## config.mk

```make
export PLATFORM = sky130hd
export DESIGN_NAME = motor_feedback_speed_pid_unit
export DESIGN_NICKNAME = d
export VERILOG_FILES = /design/src/hw/rtl/mfsp_pkg.sv /design/src/hw/rtl/mfsp_mul_acc.sv /design/src/hw/rtl/motor_feedback_speed_pid_unit.sv
export VERILOG_INCLUDE_DIRS = /design/src /design/src/hw/rtl
export SDC_FILE = /design/constraint.sdc
export NUM_CORES = 2
export LEC_CHECK = 0
export ABC_AREA = 1
export ABC_CLOCK_PERIOD_IN_PS = 7300
export BUFFER_PORTS_ARGS = -buffer_cell sky130_fd_sc_hd__buf_2
export CELL_PAD_IN_SITES_DETAIL_PLACEMENT = 1
export CELL_PAD_IN_SITES_GLOBAL_PLACEMENT = 2
export CORE_ASPECT_RATIO = 0.7
export CORE_MARGIN = 2
export CORE_UTILIZATION = 33
export CTS_BUF_LIST = sky130_fd_sc_hd__clkbuf_16
export DETAILED_ROUTE_END_ITERATION = 12
export PLACE_DENSITY_LB_ADDON = 0.1
export SLEW_MARGIN = 25
export SYNTH_ARGS = -nofsm -noshare
export SYNTH_HDL_FRONTEND = slang
export SYNTH_SLANG_ARGS = --single-unit
```

## constraint.sdc

```tcl
create_clock -name clock -period 7.3 [get_ports clock]
set_input_delay 0.73 -clock clock [delete_from_list [all_inputs] [get_ports clock]]
set_output_delay 0.73 -clock clock [all_outputs]
set_load 0.01 [all_outputs]
```

## src/hw/rtl/motor_feedback_speed_pid_unit_defines.svh

```systemverilog
// Assertion macros for the motor feedback speed PID unit.
`ifndef MOTOR_FEEDBACK_SPEED_PID_UNIT_DEFINES_SVH
`define MOTOR_FEEDBACK_SPEED_PID_UNIT_DEFINES_SVH

`ifndef NO_ASSERTIONS
// Checked outside reset.
`define MFSP_CHECK(lbl, clk, rst, prop, msg) \
   lbl: assert property (@(posedge clk) disable iff (rst) prop) else $error(msg);
// Checked on every edge, reset included.
`define MFSP_CHECK_ALWAYS(lbl, clk, prop, msg) \
   lbl: assert property (@(posedge clk) prop) else $error(msg);
`else
`define MFSP_CHECK(lbl, clk, rst, prop, msg)
`define MFSP_CHECK_ALWAYS(lbl, clk, prop, msg)
`endif

`endif

```

## src/hw/rtl/mfsp_pkg.sv

```systemverilog
// Shared widths, constants and types of the motor feedback speed PID unit.
package mfsp_pkg;

   localparam int unsigned ID_W       = 11;
   localparam int unsigned ANGLE_W    = 13;
   localparam int unsigned CUR_W      = 16;
   localparam int unsigned STEP_W     = 14;
   localparam int unsigned POS_W      = 32;
   localparam int unsigned PHASE_W    = 3;
   localparam int unsigned GAIN_W     = 16;
   localparam int unsigned ALPHA_W    = 9;
   localparam int unsigned LIM_W      = 15;
   localparam int unsigned CSR_IDX_W  = 3;
   localparam int unsigned CSR_DATA_W = 16;

   // shared multiplier: 17 x 16 signed, Q8 truncation toward zero, 27-bit accumulator
   localparam int unsigned OPA_W   = 17;
   localparam int unsigned OPB_W   = 16;
   localparam int unsigned PROD_W  = OPA_W + OPB_W;
   localparam int unsigned Q_SHIFT = 8;
   localparam int unsigned ACC_W   = PROD_W - Q_SHIFT + 2;

   localparam logic [ID_W-1:0]       FEEDBACK_ID   = 11'h201;
   localparam logic signed [14:0]    HALF_TURN     = 15'sd4096;
   localparam logic signed [14:0]    FULL_TURN     = 15'sd8192;
   localparam logic [ALPHA_W-1:0]    ALPHA_ONE     = 9'd256;
   localparam logic [PHASE_W-1:0]    PHASE_CONTROL = 3'd0;
   localparam logic [PHASE_W-1:0]    PHASE_RST     = 3'd1;

   localparam logic [GAIN_W-1:0]     TARGET_RST = 16'd0;
   localparam logic [GAIN_W-1:0]     KP_RST     = 16'd2560;
   localparam logic [GAIN_W-1:0]     KI_RST     = 16'd512;
   localparam logic [GAIN_W-1:0]     KD_RST     = 16'd256;
   localparam logic [ALPHA_W-1:0]    ALPHA_RST  = 9'd154;
   localparam logic [LIM_W-1:0]      ILIM_RST   = 15'd1000;
   localparam logic [LIM_W-1:0]      DLIM_RST   = 15'd5000;

   typedef enum logic [CSR_IDX_W-1:0] {
      CSR_TARGET = 3'd0,
      CSR_KP     = 3'd1,
      CSR_KI     = 3'd2,
      CSR_KD     = 3'd3,
      CSR_ALPHA  = 3'd4,
      CSR_ILIM   = 3'd5,
      CSR_DLIM   = 3'd6
   } csr_idx_type;

   typedef struct packed {
      logic mul_en;    // capture op_a * op_b
      logic acc_load;  // acc = q8(product)
      logic acc_add;   // acc = acc + q8(product)
   } mac_ctrl_type;

endpackage

```

## src/hw/rtl/mfsp_mul_acc.sv

```systemverilog
// Shared signed multiplier with Q8 truncation and accumulator.
module mfsp_mul_acc (
   input  logic                                clock,
   input  mfsp_pkg::mac_ctrl_type              ctrl,
   input  logic signed [mfsp_pkg::OPA_W-1:0]   op_a,
   input  logic signed [mfsp_pkg::OPB_W-1:0]   op_b,
   output logic signed [mfsp_pkg::ACC_W-1:0]   acc
);
   import mfsp_pkg::*;

   localparam logic [PROD_W-1:0] Q_BIAS = PROD_W'((1 << Q_SHIFT) - 1);

   logic signed [PROD_W-1:0]         prod_ff, prod_in;
   logic signed [PROD_W-1:0]         prod_biased;
   logic signed [PROD_W-Q_SHIFT-1:0] prod_q;
   logic signed [ACC_W-1:0]          acc_ff, acc_in;

   assign prod_in = PROD_W'(op_a) * PROD_W'(op_b);

   // divide by 256 toward zero: bias negatives before the arithmetic shift
   assign prod_biased = prod_ff + (prod_ff[PROD_W-1] ? $signed(Q_BIAS) : $signed(PROD_W'(0)));
   assign prod_q      = $signed(prod_biased[PROD_W-1:Q_SHIFT]);

   always_comb begin
      if (ctrl.acc_load) begin
         acc_in = ACC_W'(prod_q);
      end else begin
         acc_in = acc_ff + ACC_W'(prod_q);
      end
   end

   always_ff @(posedge clock) begin
      if (ctrl.mul_en) begin
         prod_ff <= prod_in;
      end
      if (ctrl.acc_load || ctrl.acc_add) begin
         acc_ff <= acc_in;
      end
   end

   assign acc = acc_ff;

endmodule

```

## src/hw/rtl/motor_feedback_speed_pid_unit.sv

```systemverilog
// Motor feedback speed PID unit: encoder unwrap, decimated filter and PID.
// A frame without a control step passes S_IDLE, S_UPDATE and S_DONE; a feedback
//   frame that lands on a control step also runs the filter and PID states first.
// A new frame is taken only in S_IDLE, once the last result has been loaded; the
//   single shared multiplier runs the five filter and PID products one after another.
// Reset (synchronous, active high) loads the register defaults, clears the
//   controller state and sets the frame phase to one.
`include "motor_feedback_speed_pid_unit_defines.svh"

module motor_feedback_speed_pid_unit #(
   parameter int unsigned DECIMATION = 5
) (
   input  logic                                    clock,
   input  logic                                    reset,
   // input frames
   input  logic                                    req_valid,
   output logic                                    req_ready,
   input  logic [mfsp_pkg::ID_W-1:0]               req_frame_id,
   input  logic [mfsp_pkg::ANGLE_W-1:0]            req_rotor_angle,
   input  logic signed [mfsp_pkg::CUR_W-1:0]       req_measured_current,
   input  logic signed [mfsp_pkg::CUR_W-1:0]       req_commanded_current,
   // results
   output logic                                    rsp_valid,
   input  logic                                    rsp_ready,
   output logic signed [mfsp_pkg::STEP_W-1:0]      rsp_step_speed,
   output logic signed [mfsp_pkg::POS_W-1:0]       rsp_position,
   output logic signed [mfsp_pkg::POS_W-1:0]       rsp_turn_count,
   output logic signed [mfsp_pkg::CUR_W-1:0]       rsp_current_error,
   output logic                                    rsp_drive_valid,
   output logic signed [mfsp_pkg::CUR_W-1:0]       rsp_drive_command,
   // configuration writes
   input  logic                                    csr_write,
   input  logic [mfsp_pkg::CSR_IDX_W-1:0]          csr_index,
   input  logic [mfsp_pkg::CSR_DATA_W-1:0]         csr_wdata
);
   import mfsp_pkg::*;

   localparam logic [PHASE_W-1:0] DECIM_CODE = PHASE_W'(DECIMATION);

   // Sequencer: a control step runs the filter products (alpha*sum, (1-alpha)*prev),
   // then the PID products (P, I, D) through the one shared multiplier.
   typedef enum logic [11:0] {
      S_IDLE     = 12'b0000_0000_0001,
      S_UPDATE   = 12'b0000_0000_0010,
      S_MUL_A    = 12'b0000_0000_0100,
      S_MUL_B    = 12'b0000_0000_1000,
      S_FILT_SUM = 12'b0000_0001_0000,
      S_PID      = 12'b0000_0010_0000,
      S_MUL_P    = 12'b0000_0100_0000,
      S_MUL_I    = 12'b0000_1000_0000,
      S_MUL_D    = 12'b0001_0000_0000,
      S_SUM_D    = 12'b0010_0000_0000,
      S_CLAMP    = 12'b0100_0000_0000,
      S_DONE     = 12'b1000_0000_0000
   } seq_state_type;

   seq_state_type state_ff, state_in;

   // configuration registers
   logic signed [GAIN_W-1:0]  target_ff, kp_ff, ki_ff, kd_ff;
   logic [ALPHA_W-1:0]        alpha_ff;
   logic [LIM_W-1:0]          ilim_ff, dlim_ff;

   // latched input frame
   logic [ID_W-1:0]           id_ff;
   logic [ANGLE_W-1:0]        angle_ff;
   logic signed [CUR_W-1:0]   meas_ff, cmd_ff;

   // controller state
   logic [ANGLE_W-1:0]        last_angle_ff;
   logic signed [POS_W-1:0]   turns_ff, pos_ff;
   logic signed [15:0]        speed_sum_ff, filtered_ff, error_accum_ff;
   logic [PHASE_W-1:0]        phase_ff;

   // per-frame work registers
   logic signed [STEP_W-1:0]  step_ff;
   logic signed [CUR_W-1:0]   cerr_ff, drive_ff;
   logic                      dvalid_ff;
   logic signed [16:0]        err_ff, dterm_ff;

   // result register
   logic                      rsp_valid_ff;
   logic signed [STEP_W-1:0]  rsp_step_ff;
   logic signed [POS_W-1:0]   rsp_pos_ff, rsp_turns_ff;
   logic signed [CUR_W-1:0]   rsp_cerr_ff, rsp_drive_ff;
   logic                      rsp_dvalid_ff;

   // ---------------- frame update (unwrap, phase) ----------------
   logic [PHASE_W-1:0]        phase_inc, phase_next;
   logic                      is_feedback, ctrl_step;
   logic signed [14:0]        angle_diff, step_wide;
   logic signed [STEP_W-1:0]  step_new;
   logic signed [POS_W-1:0]   turns_new;

   assign phase_inc   = phase_ff + PHASE_W'(1);
   assign phase_next  = (phase_inc == DECIM_CODE) ? PHASE_CONTROL : phase_inc;
   assign is_feedback = (id_ff == FEEDBACK_ID);
   assign ctrl_step   = is_feedback && (phase_next == PHASE_CONTROL);
   assign angle_diff  = $signed({2'b00, angle_ff}) - $signed({2'b00, last_angle_ff});

   // more than half a turn either way means the encoder wrapped
   always_comb begin
      if (angle_diff > HALF_TURN) begin
         step_wide = angle_diff - FULL_TURN;
         turns_new = turns_ff - POS_W'(1);
      end else if (angle_diff < -HALF_TURN) begin
         step_wide = angle_diff + FULL_TURN;
         turns_new = turns_ff + POS_W'(1);
      end else begin
         step_wide = angle_diff;
         turns_new = turns_ff;
      end
   end
   assign step_new = step_wide[STEP_W-1:0];

   // ---------------- shared multiplier ----------------
   mac_ctrl_type              mac_ctrl;
   logic signed [OPA_W-1:0]   op_a;
   logic signed [OPB_W-1:0]   op_b;
   logic signed [ACC_W-1:0]   mac_acc;
   logic [ALPHA_W-1:0]        alpha_sat;

   assign alpha_sat = (alpha_ff > ALPHA_ONE) ? ALPHA_ONE : alpha_ff;

   always_comb begin
      mac_ctrl = '0;
      op_a     = OPA_W'(speed_sum_ff);
      op_b     = $signed(OPB_W'(alpha_sat));
      case (state_ff)
         S_MUL_A: begin
            mac_ctrl.mul_en = 1'b1;
         end
         S_MUL_B: begin
            mac_ctrl.mul_en   = 1'b1;
            mac_ctrl.acc_load = 1'b1;
            op_a = OPA_W'(filtered_ff);
            op_b = $signed(OPB_W'(ALPHA_ONE - alpha_sat));
         end
         S_FILT_SUM: begin
            mac_ctrl.acc_add = 1'b1;
         end
         S_MUL_P: begin
            mac_ctrl.mul_en = 1'b1;
            op_a = err_ff;
            op_b = kp_ff;
         end
         S_MUL_I: begin
            mac_ctrl.mul_en   = 1'b1;
            mac_ctrl.acc_load = 1'b1;
            op_a = OPA_W'(error_accum_ff);
            op_b = ki_ff;
         end
         S_MUL_D: begin
            mac_ctrl.mul_en  = 1'b1;
            mac_ctrl.acc_add = 1'b1;
            op_a = dterm_ff;
            op_b = kd_ff;
         end
         // D product is added into the accumulator in S_SUM_D, the state after its multiply
         S_SUM_D: begin
            mac_ctrl.acc_add = 1'b1;
         end
         default: begin
         end
      endcase
   end

   mfsp_mul_acc u_mac (
      .clock (clock),
      .ctrl  (mac_ctrl),
      .op_a  (op_a),
      .op_b  (op_b),
      .acc   (mac_acc)
   );

   // ---------------- PID step (filtered speed is in the accumulator) ----------------
   logic signed [16:0]        filt_new, err_new, dterm_new;
   logic signed [17:0]        integ_sum, ilim_s18, integ_clamped;
   logic signed [ACC_W-1:0]   dlim_s, drive_clamped;

   assign filt_new  = mac_acc[16:0];
   assign err_new   = 17'(target_ff) - filt_new;
   assign dterm_new = filt_new - 17'(filtered_ff);
   assign integ_sum = 18'(error_accum_ff) + 18'(err_new);
   assign ilim_s18  = $signed({3'b000, ilim_ff});
   assign dlim_s    = $signed(ACC_W'(dlim_ff));

   always_comb begin
      if (integ_sum > ilim_s18) begin
         integ_clamped = ilim_s18;
      end else if (integ_sum < -ilim_s18) begin
         integ_clamped = -ilim_s18;
      end else begin
         integ_clamped = integ_sum;
      end
   end

   always_comb begin
      if (mac_acc > dlim_s) begin
         drive_clamped = dlim_s;
      end else if (mac_acc < -dlim_s) begin
         drive_clamped = -dlim_s;
      end else begin
         drive_clamped = mac_acc;
      end
   end

   // ---------------- sequencer ----------------
   logic rsp_load;

   assign rsp_load = (state_ff == S_DONE) && (!rsp_valid_ff || rsp_ready);

   always_comb begin
      state_in = state_ff;
      case (state_ff)
         S_IDLE:     if (req_valid) state_in = S_UPDATE;
         S_UPDATE:   state_in = ctrl_step ? S_MUL_A : S_DONE;
         S_MUL_A:    state_in = S_MUL_B;
         S_MUL_B:    state_in = S_FILT_SUM;
         S_FILT_SUM: state_in = S_PID;
         S_PID:      state_in = S_MUL_P;
         S_MUL_P:    state_in = S_MUL_I;
         S_MUL_I:    state_in = S_MUL_D;
         S_MUL_D:    state_in = S_SUM_D;
         S_SUM_D:    state_in = S_CLAMP;
         S_CLAMP:    state_in = S_DONE;
         S_DONE:     if (rsp_load) state_in = S_IDLE;
         default:    state_in = S_IDLE;
      endcase
   end

   assign req_ready = (state_ff == S_IDLE);

   always_ff @(posedge clock) begin
      if (reset) begin
         state_ff       <= S_IDLE;
         rsp_valid_ff   <= 1'b0;
         target_ff      <= TARGET_RST;
         kp_ff          <= KP_RST;
         ki_ff          <= KI_RST;
         kd_ff          <= KD_RST;
         alpha_ff       <= ALPHA_RST;
         ilim_ff        <= ILIM_RST;
         dlim_ff        <= DLIM_RST;
         last_angle_ff  <= '0;
         turns_ff       <= '0;
         pos_ff         <= '0;
         speed_sum_ff   <= '0;
         filtered_ff    <= '0;
         error_accum_ff <= '0;
         phase_ff       <= PHASE_RST;
      end else begin
         state_ff <= state_in;

         if (csr_write) begin
            case (csr_index)
               CSR_TARGET: target_ff <= csr_wdata;
               CSR_KP:     kp_ff     <= csr_wdata;
               CSR_KI:     ki_ff     <= csr_wdata;
               CSR_KD:     kd_ff     <= csr_wdata;
               CSR_ALPHA:  alpha_ff  <= csr_wdata[ALPHA_W-1:0];
               CSR_ILIM:   ilim_ff   <= csr_wdata[LIM_W-1:0];
               CSR_DLIM:   dlim_ff   <= csr_wdata[LIM_W-1:0];
               default: begin
               end
            endcase
         end

         if (state_ff == S_UPDATE) begin
            phase_ff <= phase_next;
            if (is_feedback) begin
               last_angle_ff <= angle_ff;
               turns_ff      <= turns_new;
               pos_ff        <= pos_ff + POS_W'(step_new);
               speed_sum_ff  <= speed_sum_ff + 16'(step_new);
            end
         end

         if (state_ff == S_PID) begin
            filtered_ff    <= filt_new[15:0];
            error_accum_ff <= integ_clamped[15:0];
            speed_sum_ff   <= '0;
         end

         if (rsp_load) begin
            rsp_valid_ff <= 1'b1;
         end else if (rsp_ready) begin
            rsp_valid_ff <= 1'b0;
         end
      end
   end

   // payload registers
   always_ff @(posedge clock) begin
      if (req_valid && req_ready) begin
         id_ff    <= req_frame_id;
         angle_ff <= req_rotor_angle;
         meas_ff  <= req_measured_current;
         cmd_ff   <= req_commanded_current;
      end
      if (state_ff == S_UPDATE) begin
         step_ff   <= is_feedback ? step_new : '0;
         cerr_ff   <= is_feedback ? (meas_ff - cmd_ff) : '0;
         dvalid_ff <= 1'b0;
         drive_ff  <= '0;
      end
      if (state_ff == S_PID) begin
         err_ff   <= err_new;
         dterm_ff <= dterm_new;
      end
      if (state_ff == S_CLAMP) begin
         dvalid_ff <= 1'b1;
         drive_ff  <= drive_clamped[CUR_W-1:0];
      end
      if (rsp_load) begin
         rsp_step_ff   <= step_ff;
         rsp_pos_ff    <= pos_ff;
         rsp_turns_ff  <= turns_ff;
         rsp_cerr_ff   <= cerr_ff;
         rsp_dvalid_ff <= dvalid_ff;
         rsp_drive_ff  <= drive_ff;
      end
   end

   assign rsp_valid         = rsp_valid_ff;
   assign rsp_step_speed    = rsp_step_ff;
   assign rsp_position      = rsp_pos_ff;
   assign rsp_turn_count    = rsp_turns_ff;
   assign rsp_current_error = rsp_cerr_ff;
   assign rsp_drive_valid   = rsp_dvalid_ff;
   assign rsp_drive_command = rsp_drive_ff;

   // ---------------- assertions ----------------
   `MFSP_CHECK_ALWAYS(a_reset_idle, clock, reset |=> (state_ff == S_IDLE) && !rsp_valid_ff, "reset left sequencer busy or result pending")
   `MFSP_CHECK(a_drive_on_control, clock, reset, rsp_load && dvalid_ff |-> phase_ff == PHASE_CONTROL, "drive command outside a control phase")
   `MFSP_CHECK(a_integ_bounded, clock, reset, (state_ff == S_MUL_P) |-> (18'(error_accum_ff) <= ilim_s18) && (18'(error_accum_ff) >= -ilim_s18), "error accumulator beyond its limit")
   `MFSP_CHECK(a_drive_bounded, clock, reset, rsp_load && dvalid_ff |-> (ACC_W'(drive_ff) <= dlim_s) && (ACC_W'(drive_ff) >= -dlim_s), "drive command beyond its limit")

endmodule
```

==> parameters.txt <==
Parameter                              Value

STA
  Worst hold slack after final layout    0.222 ns
  Max-slew violation count    0
  Final Setup Violations    0
  RSZ-0062 raised after global routing    yes
  Slew at the pin closest to its max-slew limit    1.05 ns
  Skew final    0.0338 ns
  Tmin final    7.17 ns
  Final period util    98.3%
  Final Hold Fails    0
  Highest Clock Rate    0.139 GHz
  Relative slew margins    30.2%

Clock network
  H-tree levels    3
  Later-pin clock latency in the skew report    0.69 ns
  Num CTS Buffers    67
  Root buf cell    clkbuf_16
  TritonCTS clock tree    yes
  Hold buffer count at cts    0
  Sink Count    552
  Number of buffers on the longest clock path    3
  Clock slew at the register clock pins of the worst setup and hold paths    0.06 ns

Logic synthesis
  Cell types with the largest area share after synthesis    edfxtp_1, fa_1, dfxtp_1
  Mean instance size in the synthesized netlist    8.17 um2
  Count of mapped cells out of synthesis    5272
  Synth Flop Type    edfxtp_1
  Flip-flop and latch count after synthesis    552
  Post-synth EDFFs    307
  Total number of yosys warnings    0
  Portion of synthesized cell area occupied by the leading cell type    21.4%
  Post-Synthesis Net Count    5985
  Fraction of the yosys area taken by sequential cells    32.8%
  Post-synthesis async set-or-reset flop share    0%
  Netlist cell types    64
  Netlist Area Pre-Place    43100 um2
  Cell taking the most area after synthesis    edfxtp_1

Critical path
  CP endpoint kind    flip-flop
  Beginning of the worst register-to-register path    state_ff[6]
  Count of buffering cells on the critical path with inverters included    12
  Maximum fanout count along the critical path    8
  Critical register-to-register path endpoint    u_mac.prod_ff[30]
  Required time of the critical path    7.74 ns
  Worst setup SP type    flip-flop
  Kind of critical path    reg2reg
  Cell count of the worst reg-to-reg path    39
  Register-to-Register Setup Slack    0.13 ns
  Arrival time of the worst setup path    7.61 ns
  Cell at the slowest stage of the critical path    fa_1
  Largest delay contributor family on the critical path    adder cells
  Delay of the slowest cell on the worst path    0.53 ns

Floorplan
  Standard-cell rows    110
  Area of the core region    129000 um2
  Die outline width    436 um
  Vert. Die Dim    306 um
  Initial standard-cell utilization of the core    33.4%
  I/O pin count    193
  Die Area    133000 um2

Routing
  Number of design rule violations left after detail routing    0
  Routed WL    159000 um
  1st-pass router iterations    5
  Mean routed wirelength per cell    20.9 um
  Iteration-0 DRC Markers    2477
  Ratio of routed vias to standard cells    4.95
  Via Count    37700
  Antenna Nets Post-Route    0

Finish
  Final Net Count    6531
  Commonest non-fill, non-tap cell in the layout    nand2_1
  Post-Route Utilization    40.5%
  Syn-to-layout area delta    21.3%
  Leading cell types in the layout, fill and taps excluded    nand2_1, inv_1, nor2_1, a21oi_1, buf_4
  Proportion of layout cells with a drive suffix above 1    16.9%

Worst hold path
  Hold-critical path endpoint    meas_ff[9]
  Number of cells on the worst hold path    1
  Worst hold-check path type    in2reg
  Hold Crit Start    req_measured_current[9]

Global route
  Pin count of the biggest net entering global routing    67
  Wire length of the first global-routing pass    240000 um
  Antenna violations before repair    12
  Total congestion overflow    0
  Number of global-route vias before repair    38400
  Combined global-route utilization of all metal layers    23.5%

Place
  Port buffer count    192
  DP HPWL    128000 um
  Global placer's final weighted congestion    0.875

Outcome
  Result of the run    complete, no violations

Power
  Static leakage power    24.6 nW
  Worst ir drop on vdd    236 uV
  P per Cell Area    147 nW/um2

Job
  Max capacitance violation total    0
through the flow:
| step | area (um2) | cells | total power, mW | setup TNS, ns | setup WS [ns] |
|---|---|---|---|---|---|
| after floorplan | 43100 | 5272 | 3.96 | 0 | 0.386 |
| after global placement | 48500 | 7429 | 4.26 | -0.572 | -0.125 |
| after detailed placement | 48500 | 7429 | 4.27 | -1.16 | -0.173 |
| after CTS | 50900 | 7556 | 7.81 | 0 | 0.00484 |
| after global routing | 52200 | 7608 | 8.03 | -1.09 | -0.141 |
| final | 52200 | 7608 | 7.71 | 0 | 0.126 |
where the power goes:
group	switching [mW]	internal (mW)
logic	0.600	0.270
registers	0.0270	3.32
clock network	1.54	1.94
Yosys cell counts, types with 5 or more instances:
| library cell | n |
|---|---|
| nand2_1 | 927 |
| inv_1 | 864 |
| nor2_1 | 636 |
| a21oi_1 | 372 |
| ha_1 | 348 |
| edfxtp_1 | 307 |
| o21ai_0 | 307 |
| fa_1 | 285 |
| dfxtp_1 | 245 |
| nand3_1 | 180 |
| xor2_1 | 120 |
| xnor2_1 | 73 |
| nor3_1 | 69 |
| clkbuf_1 | 61 |
| o21ai_1 | 58 |
| nand4_1 | 49 |
| buf_2 | 29 |
| inv_2 | 29 |
| o211ai_1 | 28 |
| o22ai_1 | 27 |
| nor4_1 | 23 |
| a31oi_1 | 21 |
| a21o_1 | 20 |
| o21bai_1 | 18 |
| or2_2 | 17 |
| o21a_1 | 14 |
| a22o_1 | 13 |
| a21boi_0 | 11 |
| a221oi_1 | 9 |
| nor2_2 | 8 |
| o21ai_2 | 8 |
| nand2_2 | 7 |
| o31ai_1 | 7 |
| a211oi_1 | 6 |
| buf_4 | 6 |
| nand3b_1 | 6 |
| o2111ai_1 | 6 |
| o221ai_1 | 5 |
| or2_1 | 5 |
metal layers:
| layer | share of wire, % | track usage [%] | vias to the layer above |
|---|---|---|---|
| met2 | 40 | 33.1 | 741 |
| met4 | 1.7 | 4.49 | 2 |
| met5 | 0.0082 | 0 | - |
| li1 | - | - | 18300 |
| met1 | 53 | 36.8 | 18500 |
| met3 | 5.8 | 4.65 | 131 |
worst max-delay path by stage:
stage / from / to / slack, ns / depth (start not counted)
2_1_floorplan: state_ff[4] / u_mac.prod_ff[29] / 0.39 / 30
3_3_place_gp: state_ff[10] / u_mac.prod_ff[30] / -0.13 / 37
3_5_place_dp: state_ff[8] / u_mac.prod_ff[29] / -0.17 / 38
4_1_cts: state_ff[8] / u_mac.prod_ff[29] / 0.005 / 35
5_1_grt: state_ff[11] / u_mac.prod_ff[30] / -0.14 / 39
6_report: state_ff[6] / u_mac.prod_ff[30] / 0.13 / 39
final cells by class:
cell class	count	area, um2
fillers	15500	76700
clock buffers	68	1700
diodes	1	2.50
clock inverters	54	523
flip-flops and latches	552	14100
multi-input cells	3718	26000
repair inverters	1	5.00
inverters	900	3420
well taps	1736	2170
repair buffers	578	4230
cells by family (layout without fill, tap and decap cells):
logic type / count (synthesis) / count (layout) / synth area share, %
XOR/XNOR: 193 / 193 / 3.93
AND/OR/NAND/NOR: 1943 / 1943 / 18.6
flip-flops: 552 / 552 / 32.8
buffers and inverters: 1002 / 1601 / 8.94
other: 0 / 1 / 0
adder cells (fa/ha/maj): 633 / 633 / 23.4
AO/OA/AOI/OAI: 949 / 949 / 12.4
repair_timing:
| action | in CTS | in global routing |
|---|---|---|
| setup endpoints to repair | 10 | 20 |
| buffers inserted | 5 | 51 |
| pin swaps | 6 | 144 |
| cloned | 0 | 2 |
| gates resized for setup | 38 | 262 |
state kept, by name, summed over array words and instances, names as in the netlist, 17 cells and up:
register	flops
dterm_ff	17
err_ff	17
pos_ff	32
rsp_position	32
rsp_turn_count	32
turns_ff	32
u_mac.acc	27
u_mac.prod_ff	33
Power figures use the tool's default switching activity.
